**src/rtl/sdtq_pkg.sv**
```systemverilog
//------------------------------------------------------------------------------
// sdtq_pkg
// Shared types, codes and sizes of the sorted deadline timer queue.
//------------------------------------------------------------------------------
package sdtq_pkg;

	localparam int QUEUE_DEPTH = 16;
	localparam int ID_BITS = 8;
	localparam int CNT_BITS = $clog2(QUEUE_DEPTH + 1);
	localparam int DIV_STEP_BITS = 7;

	localparam logic [1:0] KIND_ARM = 2'd0;
	localparam logic [1:0] KIND_REARM = 2'd1;
	localparam logic [1:0] KIND_WITHDRAW = 2'd2;
	localparam logic [1:0] KIND_DRAIN = 2'd3;

	localparam logic [1:0] ST_OK = 2'd0;
	localparam logic [1:0] ST_FULL = 2'd1;
	localparam logic [1:0] ST_NOT_FOUND = 2'd2;
	localparam logic [1:0] ST_DUPLICATE = 2'd3;

	typedef struct packed {
		logic [1:0] kind;
		logic [7:0] timer_id;
		logic [63:0] deadline;
		logic [63:0] interval;
		logic absolute;
		logic [63:0] now;
	} in_beat_t;

	typedef struct packed {
		logic [1:0] status;
		logic head_valid;
		logic [7:0] head_id;
		logic [63:0] head_deadline;
		logic [4:0] entry_count;
	} out_beat_t;

	typedef struct packed {
		logic ins;
		logic rem;
		logic clr;
		logic [ID_BITS-1:0] id;
		logic [63:0] when;
	} cell_cmd_t;

	typedef struct packed {
		logic occ;
		logic le;
		logic hit;
		logic hit_seen;
		logic [ID_BITS-1:0] id;
		logic [63:0] when;
	} cell_stat_t;

endpackage

```
**src/rtl/sdtq_cell.sv**
```systemverilog
//------------------------------------------------------------------------------
// sdtq_cell
// One slot of the sorted row; it shifts in from either neighbor on insert or
// removal.
//------------------------------------------------------------------------------
module sdtq_cell import sdtq_pkg::*; (
	input logic clk,
	input logic arst_n,
	input cell_cmd_t cmd,
	input cell_stat_t prev,
	input cell_stat_t next,
	output cell_stat_t stat
);

	logic occ_q;
	logic [ID_BITS-1:0] id_q;
	logic [63:0] when_q;
	logic take_new;
	logic take_prev;
	logic take_next;

	always_comb begin
		stat.occ = occ_q;
		stat.id = id_q;
		stat.when = when_q;
		stat.le = occ_q && (when_q <= cmd.when);
		stat.hit = occ_q && (id_q == cmd.id);
		stat.hit_seen = stat.hit || prev.hit_seen;
		take_new = cmd.ins && !stat.le && prev.le;
		take_prev = cmd.ins && !stat.le && prev.occ && !prev.le;
		take_next = cmd.rem && stat.hit_seen;
	end

	always_ff @(posedge clk or negedge arst_n) begin
		if (!arst_n) begin
			occ_q <= 1'b0;
		end else if (cmd.clr) begin
			occ_q <= 1'b0;
		end else if (take_new || take_prev) begin
			occ_q <= 1'b1;
		end else if (take_next) begin
			occ_q <= next.occ;
		end
	end

	always_ff @(posedge clk) begin
		if (take_prev) begin
			id_q <= prev.id;
			when_q <= prev.when;
		end else if (take_new) begin
			id_q <= cmd.id;
			when_q <= cmd.when;
		end else if (take_next) begin
			id_q <= next.id;
			when_q <= next.when;
		end
	end

endmodule

```
**config.mk**
```make
export PLATFORM = sky130hd
export DESIGN_NAME = sdtq_cell
export DESIGN_NICKNAME = d
export VERILOG_FILES = /design/src/rtl/sdtq_pkg.sv /design/src/rtl/sdtq_cell.sv
export SDC_FILE = /design/constraint.sdc
export NUM_CORES = 1
export LEC_CHECK = 0
export BUFFER_PORTS_ARGS = -buffer_cell sky130_fd_sc_hd__buf_2
export CORE_UTILIZATION = 49
export CTS_BUF_LIST = sky130_fd_sc_hd__clkbuf_2 sky130_fd_sc_hd__clkbuf_4 sky130_fd_sc_hd__clkbuf_8
export CTS_CLUSTER_SIZE = 14
export DETAILED_ROUTE_END_ITERATION = 10
export PLACE_DENSITY = 0.85
export SETUP_SLACK_MARGIN = 0.1
export SLEW_MARGIN = 20
export SYNTH_ARGS = -nofsm -noshare
export SYNTH_HDL_FRONTEND = slang
export SYNTH_SLANG_ARGS = --single-unit
```
**constraint.sdc**
```tcl
create_clock -name clk -period 6.3 [get_ports clk]
set_input_delay 0.63 -clock clk [delete_from_list [all_inputs] [get_ports clk]]
set_output_delay 0.63 -clock clk [all_outputs]
set_load 0.01 [all_outputs]
```
**Word level (Yosys, flattened, before mapping)**

Cells that the tools add are included.

- Muxes and demuxes: 9
- $lt $le $gt $ge: 1
- Equal/unequal tests: 1
- Reduce and logical (&&, ||, !) cells: 13

Operator list:

| operator | count |
|---|---|
| 2-to-1 mux 64 bit | 3 |
| less-or-equal comparator 64 bit | 1 |
| 2-to-1 mux 8 bit | 3 |
| == test 8 bit | 1 |
| logical AND 1 bit | 7 |
| nonzero test 3 bit | 2 |
| 2-to-1 mux 1 bit | 3 |
| zero test 1 bit | 2 |
| logical OR 1 bit | 2 |

- Input port bits: 229
- Bits in registers: 73
- Logic and storage cells: 27
- Output and inout port bits: 76

**Longest topological paths before layout**

Gate-level depths: netlist of run 1.

- Word-level depth: 9
- Gate-level depth with buffers: 12
- Mapped depth without buffers: 9

**Worst setup path before layout of run 1**

Ideal clock, no wire load.

- Path kind: input -> register
- From: in cmd[62] (netlist name)
- To: reg id_q[0] (enable)
- Setup slack: 1.589 ns
- Setup time: 0.432 ns
- Arrival time: 4.279 ns
- Data required time: 5.868 ns
- Path buffers: 2
- Stages: 11
- Cell sequence: inv_1 -> ha_1 -> nand4_2 -> nor4_4 -> nand2_1 -> nor4_1 -> a2111oi_2 -> buf_2 -> buf_4 -> or3_1 -> nand2_1

- Word-level cells in the longest chain between the ends: 7
- Elaborated cells on any way between the ends: 8
- Classes of those cells: 1 x order compare; 7 x reduce/logical

RTL lines:

| element | line | text |
|---|---|---|
| from (decl) | sdtq_cell.sv:9 | `input cell_cmd_t cmd,` |
| less-or-equal comparator 64 bit (*) | sdtq_cell.sv:26 | `stat.le = occ_q && (when_q <= cmd.when);` |
| logical AND 1 bit (*) | sdtq_cell.sv:26 |  |
| zero test 1 bit (*) | sdtq_cell.sv:29, sdtq_cell.sv:30 |  |
| logical AND 1 bit (*) | sdtq_cell.sv:29, sdtq_cell.sv:30 |  |
| logical AND 1 bit (2 in a row) | sdtq_cell.sv:30 | `take_prev = cmd.ins && !stat.le && prev.occ && !prev.le;` |
| nonzero test 3 bit (no line) (*) | -- |  |
| to (signal assigned) | sdtq_cell.sv:48 | `id_q <= prev.id;` |
| to (signal assigned) | sdtq_cell.sv:51 | `id_q <= cmd.id;` |
| to (signal assigned) | sdtq_cell.sv:54 | `id_q <= next.id;` |
| to (decl) | sdtq_cell.sv:16 | `logic [ID_BITS-1:0] id_q;` |

Every way passes the cells marked *; elsewhere a longest branch is shown, timed or not.
A chain may end at the register's enable or synchronous reset.

**Worst setup path after layout of run 1**

- From: in cmd[25] (netlist name)
- To: reg when_q[52], data pin

- Word-level cells in the longest chain between the ends: 7
- Elaborated cells on any way between the ends: 9
- Classes of those cells: 1 x order compare; 2 x mux; 6 x reduce/logical

RTL lines:

| element | line | text |
|---|---|---|
| less-or-equal comparator 64 bit (*) | sdtq_cell.sv:26 |  |
| logical AND 1 bit (*) | sdtq_cell.sv:26 |  |
| zero test 1 bit (*) | sdtq_cell.sv:29, sdtq_cell.sv:30 |  |
| logical AND 1 bit (*) | sdtq_cell.sv:29, sdtq_cell.sv:30 |  |
| logical AND 1 bit (on tied branches) | sdtq_cell.sv:29, sdtq_cell.sv:30 |  |
| 2-to-1 mux 64 bit / logical AND 1 bit (equally long branches) | sdtq_cell.sv:50, sdtq_cell.sv:30 |  |
| 2-to-1 mux 64 bit (*) | sdtq_cell.sv:47 | `if (take_prev) begin` |
| to (signal assigned) | sdtq_cell.sv:49 | `when_q <= prev.when;` |
| to (signal assigned) | sdtq_cell.sv:52 | `when_q <= cmd.when;` |
| to (signal assigned) | sdtq_cell.sv:55 | `when_q <= next.when;` |
| to (decl) | sdtq_cell.sv:17 | `logic [63:0] when_q;` |

Marked as above.

==> flow_results.org, run 1 <==
** Routing
- Once detail routing completed, the nets flagged for antenna violations numbered 0.
- First-iteration detailed-routing DRC count :: 698
- The pre-antenna-repair detailed-routing pass consisted of 5 iterations.
- Wires add up to 21500 um.
- In the routed layout, each cell is associated on average with a via count of 5.74.
- DR DRC count :: 0
- Routed vias :: 7253
- In the final routed layout, each cell accounts on average for 17.0 um.

** Global route
- Total overflow reported by the global router :: 0
- Maximum number of pins on one net before global-route repair :: 105
- Vias in the first global route :: 7005
- Global-route wire length before repair :: 34000 um
- The number of antenna violations at the first check in global routing was 2.
- Global router's overall resource usage :: 30.2%

** Synth
- Of all flip-flops after synthesis, the portion carrying an async set or reset was 1.37%.
- In this run, synthesis inferred 72 flip-flops with an integrated enable.
- Cell area after synthesis :: 6710 um2
- Of the synthesized area, sequential elements account for 32.6%.
- Synthesized netlist net count :: 1117
- Synth cell types :: 45
- FF+latch count, synth :: 73
- Among all flip-flop cells after synthesis, the most frequent one is edfxtp_1.
- For this run, the number of Yosys warnings is 0.
- Post-synthesis area per instance :: 8.15 um2
- Synthesis produced a netlist whose cell count is 824.

** STA
- In the finished design, the share of the clock period the worst path needs comes to 66.6%.
- The clock arrives with 0.0104 ns of skew.
- The worst pin sits at a relative slew slack of 28.2%.
- Number of slew-limit violations in the final report :: 0
- Number of hold violations in the final report :: 0
- Fin Setup TNS :: 0 ns
- Unrepaired setup endpoints after global routing :: false
- Setup violations remaining at the end of the flow were counted as 0.
- Crit path time final :: 4.20 ns
- Max Fclk :: 238 MHz
- Transition time at the pin with the least slew margin :: 1.08 ns
- Hold timing on the final database bottoms out at a slack of 0.0220 ns.

** Clock network
- The tree is rooted in a clkbuf_8.
- In this run the post-CTS setup repair buffer count came out at 0.
- For the worst-skew pair, the clock arrives at the later sink with an insertion delay of 0.36 ns.
- Clock tree from TritonCTS :: done
- Buffers inserted during clock tree synthesis total 9.
- Number of sinks handled by clock tree synthesis :: 73
- Hold-fix buffer count after cts :: 0
- In this run, post-CTS repair resized a total of 0 instances.
- Number of levels the H-tree was split into :: 3
- Clock slew at reported path FFs :: 0.08 ns
- Clock Tree Buf Depth :: 2

** Place
- PortBufs :: 300
- After detailed placement, the total cell area comes to 8180 um2.
- Once detailed placement completed, the half-perimeter wirelength came to 15100 um.
- Routability-driven placement finished with a final weighted congestion of 0.865.

** Critical path
- Reg2Reg Depth :: 10
- The critical path is of the input port to flop type.
- The worst setup path is captured at a flop.
- R2R Path End :: when_q[52]
- In this run the worst path has a maximum fanout of 42.
- At the worst endpoint, the required time is 6.53 ns.
- Startpoint type of the worst setup path :: input port
- Data arrives at the worst endpoint at 4.43 ns.
- Source of the worst register-to-register timing path :: when_q[25]
- Minimum setup slack among reg-to-reg paths :: 2.10 ns

** Job
- Number of maximum-capacitance violations :: 0

** Die
- The die covers 14200 um2.
- Core Rows :: 42
- Core area :: 13300 um2
- Die height :: 119 um
- Die extent in x :: 119 um
- In this run the count of I/O pins placed on the die edge is 305.
- Once the floorplan was initialized, standard cells occupied 50.5% of the core.

** Status
- The flow ran to the end, and the final reports show no timing, DRC or antenna violations.

** Layout
- Fraction of layout cells with a size suffix above 1 :: 30.9%
- The finished cells cover 8380 um2.
- The library cells used most frequently in the layout, excluding fill and tap cells, are 300 x buf_2, 233 x nand2_1, 76 x nor3_1.
- Post-synthesis to final-layout area growth :: 24.8%
- Commonest non-fill, non-tap cell in the layout :: buf_2
- Final net count :: 1373

** Power and ir drop
- Post-route total power :: 1.59 mW
- Leakage power :: 4.21 nW
- Maximum resistive drop on vdd :: 0.126 mV
- Dividing total power by cell area gives a power density of 190 nW/um2.

** Worst hold path
- Classification of the worst-slack hold path :: input port to async pin
[logic make-up after synthesis]
logic type	synth area share (%)
multiplexers	0.149
XOR/XNOR	1.04
AO/OA/AOI/OAI	22.1
AND/OR/NAND/NOR	23.1
buffers and inverters	9.08
adder cells (fa/ha/maj)	11.9
flip-flops	32.6
[sequential cells by signal (all words and copies together), names as in the netlist]
signal / count
when_q: 64
id_q: 8
occ_q: 1
[power breakdown]
group / total [mW] / switching (mW) / internal [mW]
clock: 0.381 / 0.187 / 0.194
sequential: 0.649 / 0.0335 / 0.616
combinational: 0.563 / 0.330 / 0.233
[cell usage after synthesis, types with 2 or more instances]
| library cell | n | share of area (%) |
|---|---|---|
| nor3_1 | 76 | 5.7 |
| buf_4 | 3 | 0.34 |
| or3_1 | 2 | 0.19 |
| edfxtp_1 | 72 | 32 |
| o31ai_1 | 72 | 8.1 |
| ha_1 | 64 | 12 |
| a221o_1 | 3 | 0.45 |
| inv_1 | 66 | 3.7 |
| nor4_1 | 4 | 0.37 |
| nor2b_1 | 2 | 0.19 |
| xnor2_1 | 7 | 0.91 |
| buf_2 | 22 | 1.6 |
| nand3_1 | 9 | 0.67 |
| buf_6 | 11 | 1.8 |
| nor2_1 | 4 | 0.22 |
| and2_1 | 2 | 0.19 |
| a211o_1 | 71 | 9.3 |
| clkbuf_1 | 26 | 1.5 |
| a21o_1 | 4 | 0.45 |
| nand2_1 | 234 | 13 |
| a21oi_1 | 26 | 1.9 |
| and4_1 | 3 | 0.39 |
| a221oi_1 | 3 | 0.39 |
| o21ai_0 | 5 | 0.37 |
| nand4_1 | 12 | 1.1 |
| buf_1 | 2 | 0.11 |
[stage by stage]
step | cells | util [%] | setup WS [ns]
detailed placement | 1245 | 61.6 | 1.71
global placement | 1245 | 61.6 | 1.78
CTS | 1261 | 63.0 | 2.07
global route | 1263 | 63.0 | 1.76
finish | 1263 | 63.0 | 2.10
floorplan | 824 | - | 1.59
[critical path: stages]
cell       delay [ns]
buf_2            0.09
inv_1            0.04
ha_1             0.31
a21o_1           0.18
a221o_1          0.32
a221oi_1         0.47
o2111ai_1        0.30
a2111oi_4        0.27
buf_4            0.44
or2_2            0.78
buf_4            0.40
a211o_1          0.17
[layer usage]
metal	track usage, %	wire (um)	vias up	part of all wire [%]
met1	37.4	8650	3314	40
met3	5.08	1720	59	8.0
li1	-	-	3499	-
met5	0	0	-	0
met4	15.3	851	0	4.0
met2	50.5	10300	381	48
[cell type report]
class	instances	area, um2
fillers	1186	4920
multi-input cells	621	3960
flip-flops and latches	73	2190
repair buffers	309	1570
inverters	66	248
well taps	176	220
clock buffers	12	146
clock inverters	4	43.8
diodes	2	5.00
[how the worst max path moves through the flow]
stage               startpoint         end  slack [ns]
floorplan              cmd[62]     id_q[0]        1.59
global placement       cmd[25]  when_q[36]        1.78
detailed placement     cmd[27]  when_q[49]        1.71
CTS                 when_q[25]  when_q[42]        2.07
global route        when_q[25]  when_q[36]        1.76
finish                 cmd[25]  when_q[52]        2.10
(Power assumes the default switching activity.)
==> run 2: changes to the inputs <==
- ABC_AREA: default -> 1
- CORE_UTILIZATION: 49 -> 44
- PLACE_DENSITY: 0.85 -> 0.82
- clock period: 6.3 -> 3.4 ns (I/O delays scaled with it)
==> flow_results.org, run 2 <==
** STA
- Transition time at the pin with the least slew margin :: 0.583 ns (was 1.08 ns)
- Unrepaired setup endpoints after global routing :: false (unchanged)
- The hold violation total from the final report is 0 (unchanged).
- Worst-case headroom to the max-slew limit :: 61.1% (was 28.2%)
- Derived from the worst setup path, the maximum achievable clock frequency is 338 MHz.
- Final setup violation count :: 0 (unchanged)
- The total negative setup slack was 0 ns (unchanged).
- Crit path time final :: 2.96 ns
- Crit share post-route :: 87.0%
- The worst setup slack after layout is 0.442 ns (was 2.10 ns).
- Post-route clock skew :: 0.00979 ns (was 0.0104 ns)
- The count of pins over their slew limit is 0 (unchanged).

** Die
- Core area :: 14000 um2 (was 13300 um2)
- Die extent in x :: 122 um (was 119 um)
- The height of the die came to 122 um (was 119 um).
- Core Rows :: 43 (was 42)
- The initial core utilization is 45.5% (was 50.5%).
- Die Outline Area :: 14900 um2 (was 14200 um2)
- Number of I/O pins :: 305 (unchanged)

** Layout
- Top library cells by usage in the layout, fill and taps aside: 300 x buf_2, 233 x inv_1, 137 x nand2_1 (was 300 x buf_2, 233 x nand2_1, 76 x nor3_1).
- Fraction of layout cells with a size suffix above 1 :: 28.9% (was 30.9%)
- The most flop-heavy register is when_q (unchanged).
- Post-route insts no fill :: 1329 (was 1263)
- Final net count :: 1440 (was 1373)
- Number of diodes added for antenna fixing :: 0 (was 2)
- Biggest regs :: when_q: 64 flops, id_q: 8 flops, occ_q: 1 flops (unchanged)
- Number of inserted filler cells in the final layout :: 1302 (was 1186)
- The flip-flop count of the largest register, all copies and words added is 64 (unchanged).
- The most common library cell in the layout ignoring fill and taps is buf_2 (unchanged).
- The relative area change from synthesis to final layout is 28.1% (was 24.8%).

** Routing
- Routed vias :: 6815 (was 7253)
- Average vias per placed instance :: 5.13 (was 5.74)
- The post-route DRC violation count was 0 (unchanged).
- Post-detailed-route wirelength per cell :: 14.5 um (was 17.0 um)
- The detailed-routing iteration count for the pre-antenna-repair pass is 5 (unchanged).
- The residual antenna-violating net count after detailed routing was 0 (unchanged).
- Detailed-route wire length :: 19300 um (was 21500 um)
- First-iteration detailed-routing DRC count :: 441 (was 698)

** Worst hold path
- Classification of the worst-slack hold path :: input port to flop (was input port to async pin)

** Clock network
- The number of clock buffers inserted by TritonCTS is 9 (unchanged).
- Clock tree from TritonCTS :: done (unchanged)
- The number of sinks handled by clock tree synthesis is 73 (unchanged).
- Number of levels the H-tree was split into :: 3 (unchanged)
- The number of gates resized after CTS is 0 (unchanged).
- The root buffer cell is clkbuf_8 (unchanged).
- Clk_lat worst skew :: 0.37 ns (was 0.36 ns)
- The clock-pin slew on the worst setup and hold paths is 0.07 ns (was 0.08 ns).
- The maximum buffer depth of the clock tree came to 2 (unchanged).

** Critical path
- The worst setup path startpoint is when_q[47] (was cmd[25]).
- Reg2Reg Depth :: 14 (was 10)
- Required time reported for the critical path endpoint :: 3.50 ns (was 6.53 ns)
- Cell breakdown of the critical path: ha_1, nand4_1, nor2_1, nand3b_1, nor2_1, nand2_1, nand2_1, nand2_1, nand2_2, buf_4, nand4_4, buf_12, nand3_1, o21ai_1 (was buf_2, inv_1, ha_1, a21o_1, a221o_1, a221oi_1, o2111ai_1, a2111oi_4, buf_4, or2_2, buf_4, a211o_1).
- The critical path class is flop to flop (was input port to flop).
- Most frequent cell on the critical path :: nand2_1 (was buf_4)
- The arrival time of data at the critical path endpoint came to 3.06 ns (was 4.43 ns).
- The type of destination of the critical path was a flop (unchanged).
- The worst path buffer plus inverter count is 2 (was 4).
- Longest individual stage delay on the worst path :: 0.39 ns (was 0.78 ns)
- The launch instance of the worst register-to-register path was when_q[47] (was when_q[25]).
- R2R Path End :: when_q[16] (was when_q[52])
- The depth of the critical timing path with buffers and inverters included is 14 (was 12).
- The last element of the critical path is when_q[16] (was when_q[52]).
- The cell family contributing the most delay on the critical path is simple AND/OR/NAND/NOR gates (was compound AO/OA/AOI/OAI gates).
- The cell with the largest stage delay on the worst path is edfxtp_1 (was or2_2).
- The peak fanout along the critical path came to 114 (was 42).
- Startpoint type of the worst setup path :: flop (was input port)
- Minimum setup slack among reg-to-reg paths :: 0.44 ns (was 2.10 ns)

** Place
- The placed wire-length estimate after detailed placement was 14600 um (was 15100 um).
- The placer congestion estimate came to 0.840 (was 0.865).
- PortBufs :: 300 (unchanged)
- The cell total after placement came to 1315 (was 1245).
- The worst slack at placement was 0.398 ns (was 1.71 ns).

** Global route
- Total overflow reported by the global router :: 0 (unchanged)
- The pin count of the biggest net entering global routing is 115 (was 105).
- Vias in the first global route :: 6359 (was 7005)
- The total routing usage reported by global routing is 25.6% (was 30.2%).
- The number of antenna violations at the first check in global routing came to 0 (was 2).
- The global-route wire length before repair is 29300 um (was 34000 um).

** Synth
- Top cells by count, synth: 233 x inv_1, 138 x nand2_1, 79 x nand3_1 (was 234 x nand2_1, 76 x nor3_1, 72 x edfxtp_1, 72 x o31ai_1, 71 x a211o_1).
- Main area contributors after synthesis: edfxtp_1 34%, inv_1 14%, ha_1 13% (was edfxtp_1 32%, nand2_1 13%, ha_1 12%).
- The number of warning messages in the yosys log is 0 (unchanged).
- Proportion of synthesized flip-flops having asynchronous set or reset :: 1.37% (unchanged)
- The flip-flop and latch count after synthesis was 73 (unchanged).
- The biggest area consumer among synthesized cells is edfxtp_1 (unchanged).
- The area of the mapped netlist was 6360 um2 (was 6710 um2).
- The number of enable-type register cells in the synthesized netlist came to 72 (unchanged).
- The count of mapped cells out of synthesis came to 870 (was 824).
- Predominant post-synthesis flop cell :: edfxtp_1 (unchanged)
- The mean instance size in the synthesized netlist was 7.31 um2 (was 8.15 um2).
- Most frequent cell after synthesis :: inv_1 (was nand2_1)
- Fraction of synthesized cell area taken by the top area cell type :: 34.0% (was 32.2%)
- Portion of the post-synthesis area used by sequential elements :: 34.4% (was 32.6%)
- Synthesized netlist net count :: 1163 (was 1117)
- Synth cell types :: 36 (was 45)

** Power and ir drop
- Power per cell area :: 338 nW/um2 (was 190 nW/um2)
- Maximum resistive drop on vdd :: 0.199 mV (was 0.126 mV)
- The leakage power is 4.76 nW (was 4.21 nW).
- The post-route total power is 2.75 mW (was 1.59 mW).

** Job
- The max-cap violation count came to 0 (unchanged).

** Status
- Outcome: completed (unchanged).
-- run 2: layout make-up --
| type | instances | area, um2 | area share (%) |
|---|---|---|---|
| Multi-Input combinational cell | 515 | 3050 | 37.4 |
| Inverter | 235 | 882 | 10.8 |
| Clock buffer | 10 | 131 | 1.61 |
| Timing Repair Buffer | 313 | 1660 | 20.4 |
| Clock inverter | 3 | 11.3 | 0.138 |
| Sequential cell | 73 | 2190 | 26.8 |
| Tap cell | 180 | 225 | 2.76 |
-- run 2: stage by stage --
stage / hold WS, ns / utilization [%] / area [um2]
floorplan: 0.0444 / - / 6360
global placement: 0.117 / 57.2 / 8000
detailed placement: 0.119 / 57.2 / 8000
CTS: 0.197 / 58.3 / 8150
global route: 0.237 / 58.3 / 8150
finish: 0.209 / 58.3 / 8150
-- run 2: cell families after synthesis --
group / synth area share (%)
compound gates: 9.46
xor+xnor: 0.551
buf+inv: 17.9
simple gates: 25.1
fa+ha+maj: 12.6
flops: 34.4
-- run 2: power by group --
group / total (mW) / leakage [nW] / switching [mW] / internal (mW)
combinational: 0.976 / 3.98 / 0.570 / 0.406
sequential: 1.20 / 0.714 / 0.0654 / 1.13
clock: 0.577 / 0.0740 / 0.323 / 0.254
-- run 2: worst min-delay path by stage --
| stage | cells past startpoint | start | to |
|---|---|---|---|
| after floorplan | 0 | arst_n | occ_q |
| after global placement | 1 | arst_n | occ_q |
| after detailed placement | 1 | arst_n | occ_q |
| after CTS | 4 | cmd[72] | occ_q |
| after global routing | 4 | cmd[72] | occ_q |
| final | 4 | cmd[72] | occ_q |
-- run 2: repair_timing --
item	in CTS	in global routing
endpoints found under the hold margin	1	0
buffers inserted	0	0
hold buffers	1	0
-- run 2: worst register-to-register path: stages (launching register included) --
cell      delay (ns)
edfxtp_1        0.39
ha_1            0.35
nand4_1         0.13
nor2_1          0.18
nand3b_1        0.12
nor2_1          0.22
nand2_1         0.09
nand2_1         0.06
nand2_1         0.05
nand2_2         0.10
buf_4           0.30
nand4_4         0.14
buf_12          0.25
nand3_1         0.24
o21ai_1         0.08
-- run 2: layer usage --
layer / GRT usage [%] / wire length [um]
met4: 11.7 / 532
met1: 28.4 / 7500
met5: 0 / 0
met3: 5.53 / 1700
met2: 46.2 / 9580
==> run 3: changes to the inputs <==
- CTS_BUF_LIST: sky130_fd_sc_hd__clkbuf_2 sky130_fd_sc_hd__clkbuf_4 sky130_fd_sc_hd__clkbuf_8 -> sky130_fd_sc_hd__clkbuf_8
- clock period: 3.4 -> 2.7 ns (I/O delays scaled with it)
==> flow_results.org, run 3 (synthesized netlist as in run 2, its figures left out) <==
** STA
- Worst-case headroom to the max-slew limit :: 58.6% (was 61.1%)
- Final setup violation count :: 9 (was 0)
- Number of slew-limit violations in the final report :: 0 (unchanged)
- The transition at the pin with the smallest max-transition slack came to 0.620 ns (was 0.583 ns).
- Crit share post-route :: 100% (was 87.0%)
- Final worst slack :: -0.0121 ns (was 0.442 ns)
- Crit path time final :: 2.71 ns (was 2.96 ns)
- Fin Setup TNS :: -0.0654 ns (was 0 ns)
- The worst clock skew is 0.0129 ns (was 0.00979 ns).
- The highest attainable clock frequency is 369 MHz (was 338 MHz).
- Unrepaired setup endpoints after global routing :: true (was false)
- The hold violation total from the final report came to 0 (unchanged).

** Worst hold path
- Classification of the worst-slack hold path :: input port to flop (unchanged)

** Routing
- The post-route DRC violation count is 0 (unchanged).
- Routed vias :: 7581 (was 6815)
- First-iteration detailed-routing DRC count :: 479 (was 441)
- The routed wirelength normalized by instance count is 17.4 um (was 14.5 um).
- Detailed-route wire length :: 24400 um (was 19300 um)
- The residual antenna-violating net count after detailed routing was 0 (unchanged).
- Router iterations before antenna repair :: 5 (unchanged)
- Average vias per placed instance :: 5.41 (was 5.13)

** Status
- Failing checks :: negative setup slack
- Outcome: finished with violations (was completed).

** Die
- The number of placement rows came to 43 (unchanged).
- The total core area came to 14000 um2 (unchanged).
- The number of ports placed on the die boundary came to 305 (unchanged).
- Die Outline Area :: 14900 um2 (unchanged)
- Die extent in x :: 122 um (unchanged)
- Die height :: 122 um (unchanged)
- The initial core utilization is 45.5% (unchanged).

** Clock network
- Clock tree from TritonCTS :: done (unchanged)
- Clock Tree Buf Depth :: 2 (unchanged)
- Number of levels the H-tree was split into :: 3 (unchanged)
- CTS buffer count :: 9 (unchanged)
- Root buf cell :: clkbuf_8 (unchanged)
- Clk_lat worst skew :: 0.37 ns (about the same)
- Number of sinks handled by clock tree synthesis :: 73 (unchanged)
- The clock-pin slew on the worst setup and hold paths is 0.09 ns (was 0.07 ns).

** Critical path
- The launch instance of the worst register-to-register path was when_q[47] (unchanged).
- The arrival time of data at the critical path endpoint is 2.83 ns (was 3.06 ns).
- The cell with the largest stage delay on the worst path was edfxtp_1 (unchanged).
- CP Capture Point :: id_q[5] (was when_q[16])
- The critical path required time came to 2.81 ns (was 3.50 ns).
- Startpoint type of the worst setup path :: flop (unchanged)
- The type of destination of the critical path is a flop (unchanged).
- Cell breakdown of the critical path :: ha_4, nand4_1, nor2_2, nand3b_1, nor2_4, nand4_1, nand2_2, nand2_4, buf_6, nand3_4, buf_12, clkbuf_16, nand2_2, nand3_1, o21ai_1 (was ha_1, nand4_1, nor2_1, nand3b_1, nor2_1, nand2_1, nand2_1, nand2_1, nand2_2, buf_4, nand4_4, buf_12, nand3_1, o21ai_1)
- The critical path class was flop to flop (unchanged).
- R2R Path End :: id_q[5] (was when_q[16])
- Longest individual stage delay on the worst path :: 0.45 ns (was 0.39 ns)
- The worst-case register-to-register setup slack came to -0.01 ns (was 0.44 ns).
- Largest fanout on the critical path :: 7 (was 114)
- CP startpoint :: when_q[47] (unchanged)
- The length in cells of the worst reg-to-reg path is 15 (was 14).

** Global route
- Vias in the first global route :: 6597 (was 6359)
- The pin count of the biggest net entering global routing came to 61 (was 115).
- The final global-route overflow total came to 0 (unchanged).
- Global-route wire length before repair :: 30700 um (was 29300 um)
- Antenna violations before repair :: 0 (unchanged)
- The total routing usage reported by global routing came to 26.7% (was 25.6%).

** Layout
- The flip-flop count of the largest register, all copies and words added is 64 (unchanged).
- The share of post-route cells with drive strength above 1 came to 39.9% (was 28.9%).
- Top library cells by usage in the layout, fill and taps aside :: 299 x buf_2, 234 x inv_1, 104 x nand2_1 (was 300 x buf_2, 233 x inv_1, 137 x nand2_1)
- The most flop-heavy register is when_q (unchanged).
- Final net count :: 1509 (was 1440)
- Post-route insts no fill :: 1401 (was 1329)
- The post-route cell area is 9690 um2 (was 8150 um2).
- The layout filler cell count is 1119 (was 1302).
- The antenna diode count came to 0 (unchanged).
- The relative area change from synthesis to final layout came to 52.4% (was 28.1%).
- Biggest regs :: when_q: 64 flops, id_q: 8 flops, occ_q: 1 flops (unchanged)
- Commonest non-fill, non-tap cell in the layout :: buf_2 (unchanged)
- The final core utilization was 69.3% (was 58.3%).

** Place
- The placer congestion estimate is 0.851 (was 0.840).
- The number of port buffers is 300 (unchanged).
- Cell area reported after detailed placement :: 8240 um2 (was 8000 um2)
- Setup Slack @ Placement :: -0.0185 ns (was 0.398 ns)
- The cell total after placement was 1338 (was 1315).
- DP Wirelength :: 15400 um (was 14600 um)

** Power and ir drop
- Proportion of power drawn by flip-flops and latches :: 37.8% (was 43.6%)
- The worst-case vdd ir drop is 0.278 mV (was 0.199 mV).
- Clock network fraction of total power :: 20.9% (was 21.0%)
- The leakage power was 5.49 nW (was 4.76 nW).
- The switching portion of total power was 35.2% (was 34.8%).
- The portion of total power attributed to combinational logic was 41.4% (was 35.5%).
- Power dissipated by switching net loads :: 1.42 mW (was 0.959 mW)
- Internal power :: 2.62 mW (was 1.79 mW)
- Power per cell area :: 417 nW/um2 (was 338 nW/um2)

** Job
- The max-cap violation count is 0 (unchanged).
==> run 3: cell count changes in the layout (fill, tap and decap cells not counted), moves of 9 or more <==
| cell | delta |
|---|---|
| buf_12 | +10 |
| buf_4 | +21 |
| buf_6 | +18 |
| clkbuf_16 | +15 |
| ha_1 | -9 |
| ha_4 | +9 |
| nand2_1 | -33 |
| nand2_2 | +25 |
| nand3_1 | -28 |
| nand3_2 | +28 |
==> run 3: worst max-delay path, delay by kind of cell, from the launching register on <==
kind	cells	cell delay [ns]
AOI/OAI and AO/OA	1	0.08
and+or+nand+nor	10	1.12
buffers and inverters	3	0.46
DFF	1	0.45
adders and majority gates	1	0.31
==> run 3: through the flow <==
| step | hold slack, ns | power (mW) |
|---|---|---|
| after global routing | 0.141 | 4.23 |
| after global placement | 0.0451 | 2.79 |
| after CTS | 0.112 | 3.74 |
| after detailed placement | 0.0480 | 2.83 |
| final | 0.122 | 4.04 |
| after floorplan | -0.0256 | 2.26 |
==> run 3: worst min path at each step <==
stage | start | to | slack (ns) | depth (start not counted)
after floorplan | arst_n | occ_q | -0.03 | 0
after global placement | arst_n | occ_q | 0.05 | 1
after detailed placement | arst_n | occ_q | 0.05 | 1
after CTS | cmd[72] | occ_q | 0.11 | 4
after global routing | cmd[72] | occ_q | 0.14 | 4
final | cmd[72] | occ_q | 0.12 | 4
==> run 3: what timing repair did <==
| action | in CTS | in global routing |
|---|---|---|
| pin swaps | 9 | 11 |
| gates cloned | 2 | 23 |
| gates resized for setup | 19 | 100 |
| hold buffers | 1 | 0 |
| setup endpoints to repair | 146 | 146 |
| endpoints found under the hold margin | 1 | 0 |
| setup buffers | 8 | 13 |
==> run 3: per-layer routing <==
metal	track usage, %	wire [um]
met1	29.9	9250
met4	12.6	1160
met2	47.9	11800
met5	0	0
met3	5.99	2240
==> run 3: final cells by class <==
| class | instances | area, um2 | area share, % |
|---|---|---|---|
| clock inverter | 7 | 53.8 | 0.555 |
| tap | 180 | 225 | 2.32 |
| sequential | 73 | 2190 | 22.6 |
| multi-input combinational | 517 | 3540 | 36.6 |
| inverter | 235 | 885 | 9.13 |
| clock buffer | 9 | 124 | 1.28 |
| timing repair buffer | 380 | 2670 | 27.6 |
==> run 3: power by group through the flow <==
stage                     logic [mW]  clock network, mW  registers [mW]
after floorplan                0.675                  0            1.58
after global placement          1.26                  0            1.53
after detailed placement        1.29                  0            1.54
after CTS                       1.38              0.842            1.52
after global routing            1.82              0.882            1.53
final                           1.67              0.842            1.52
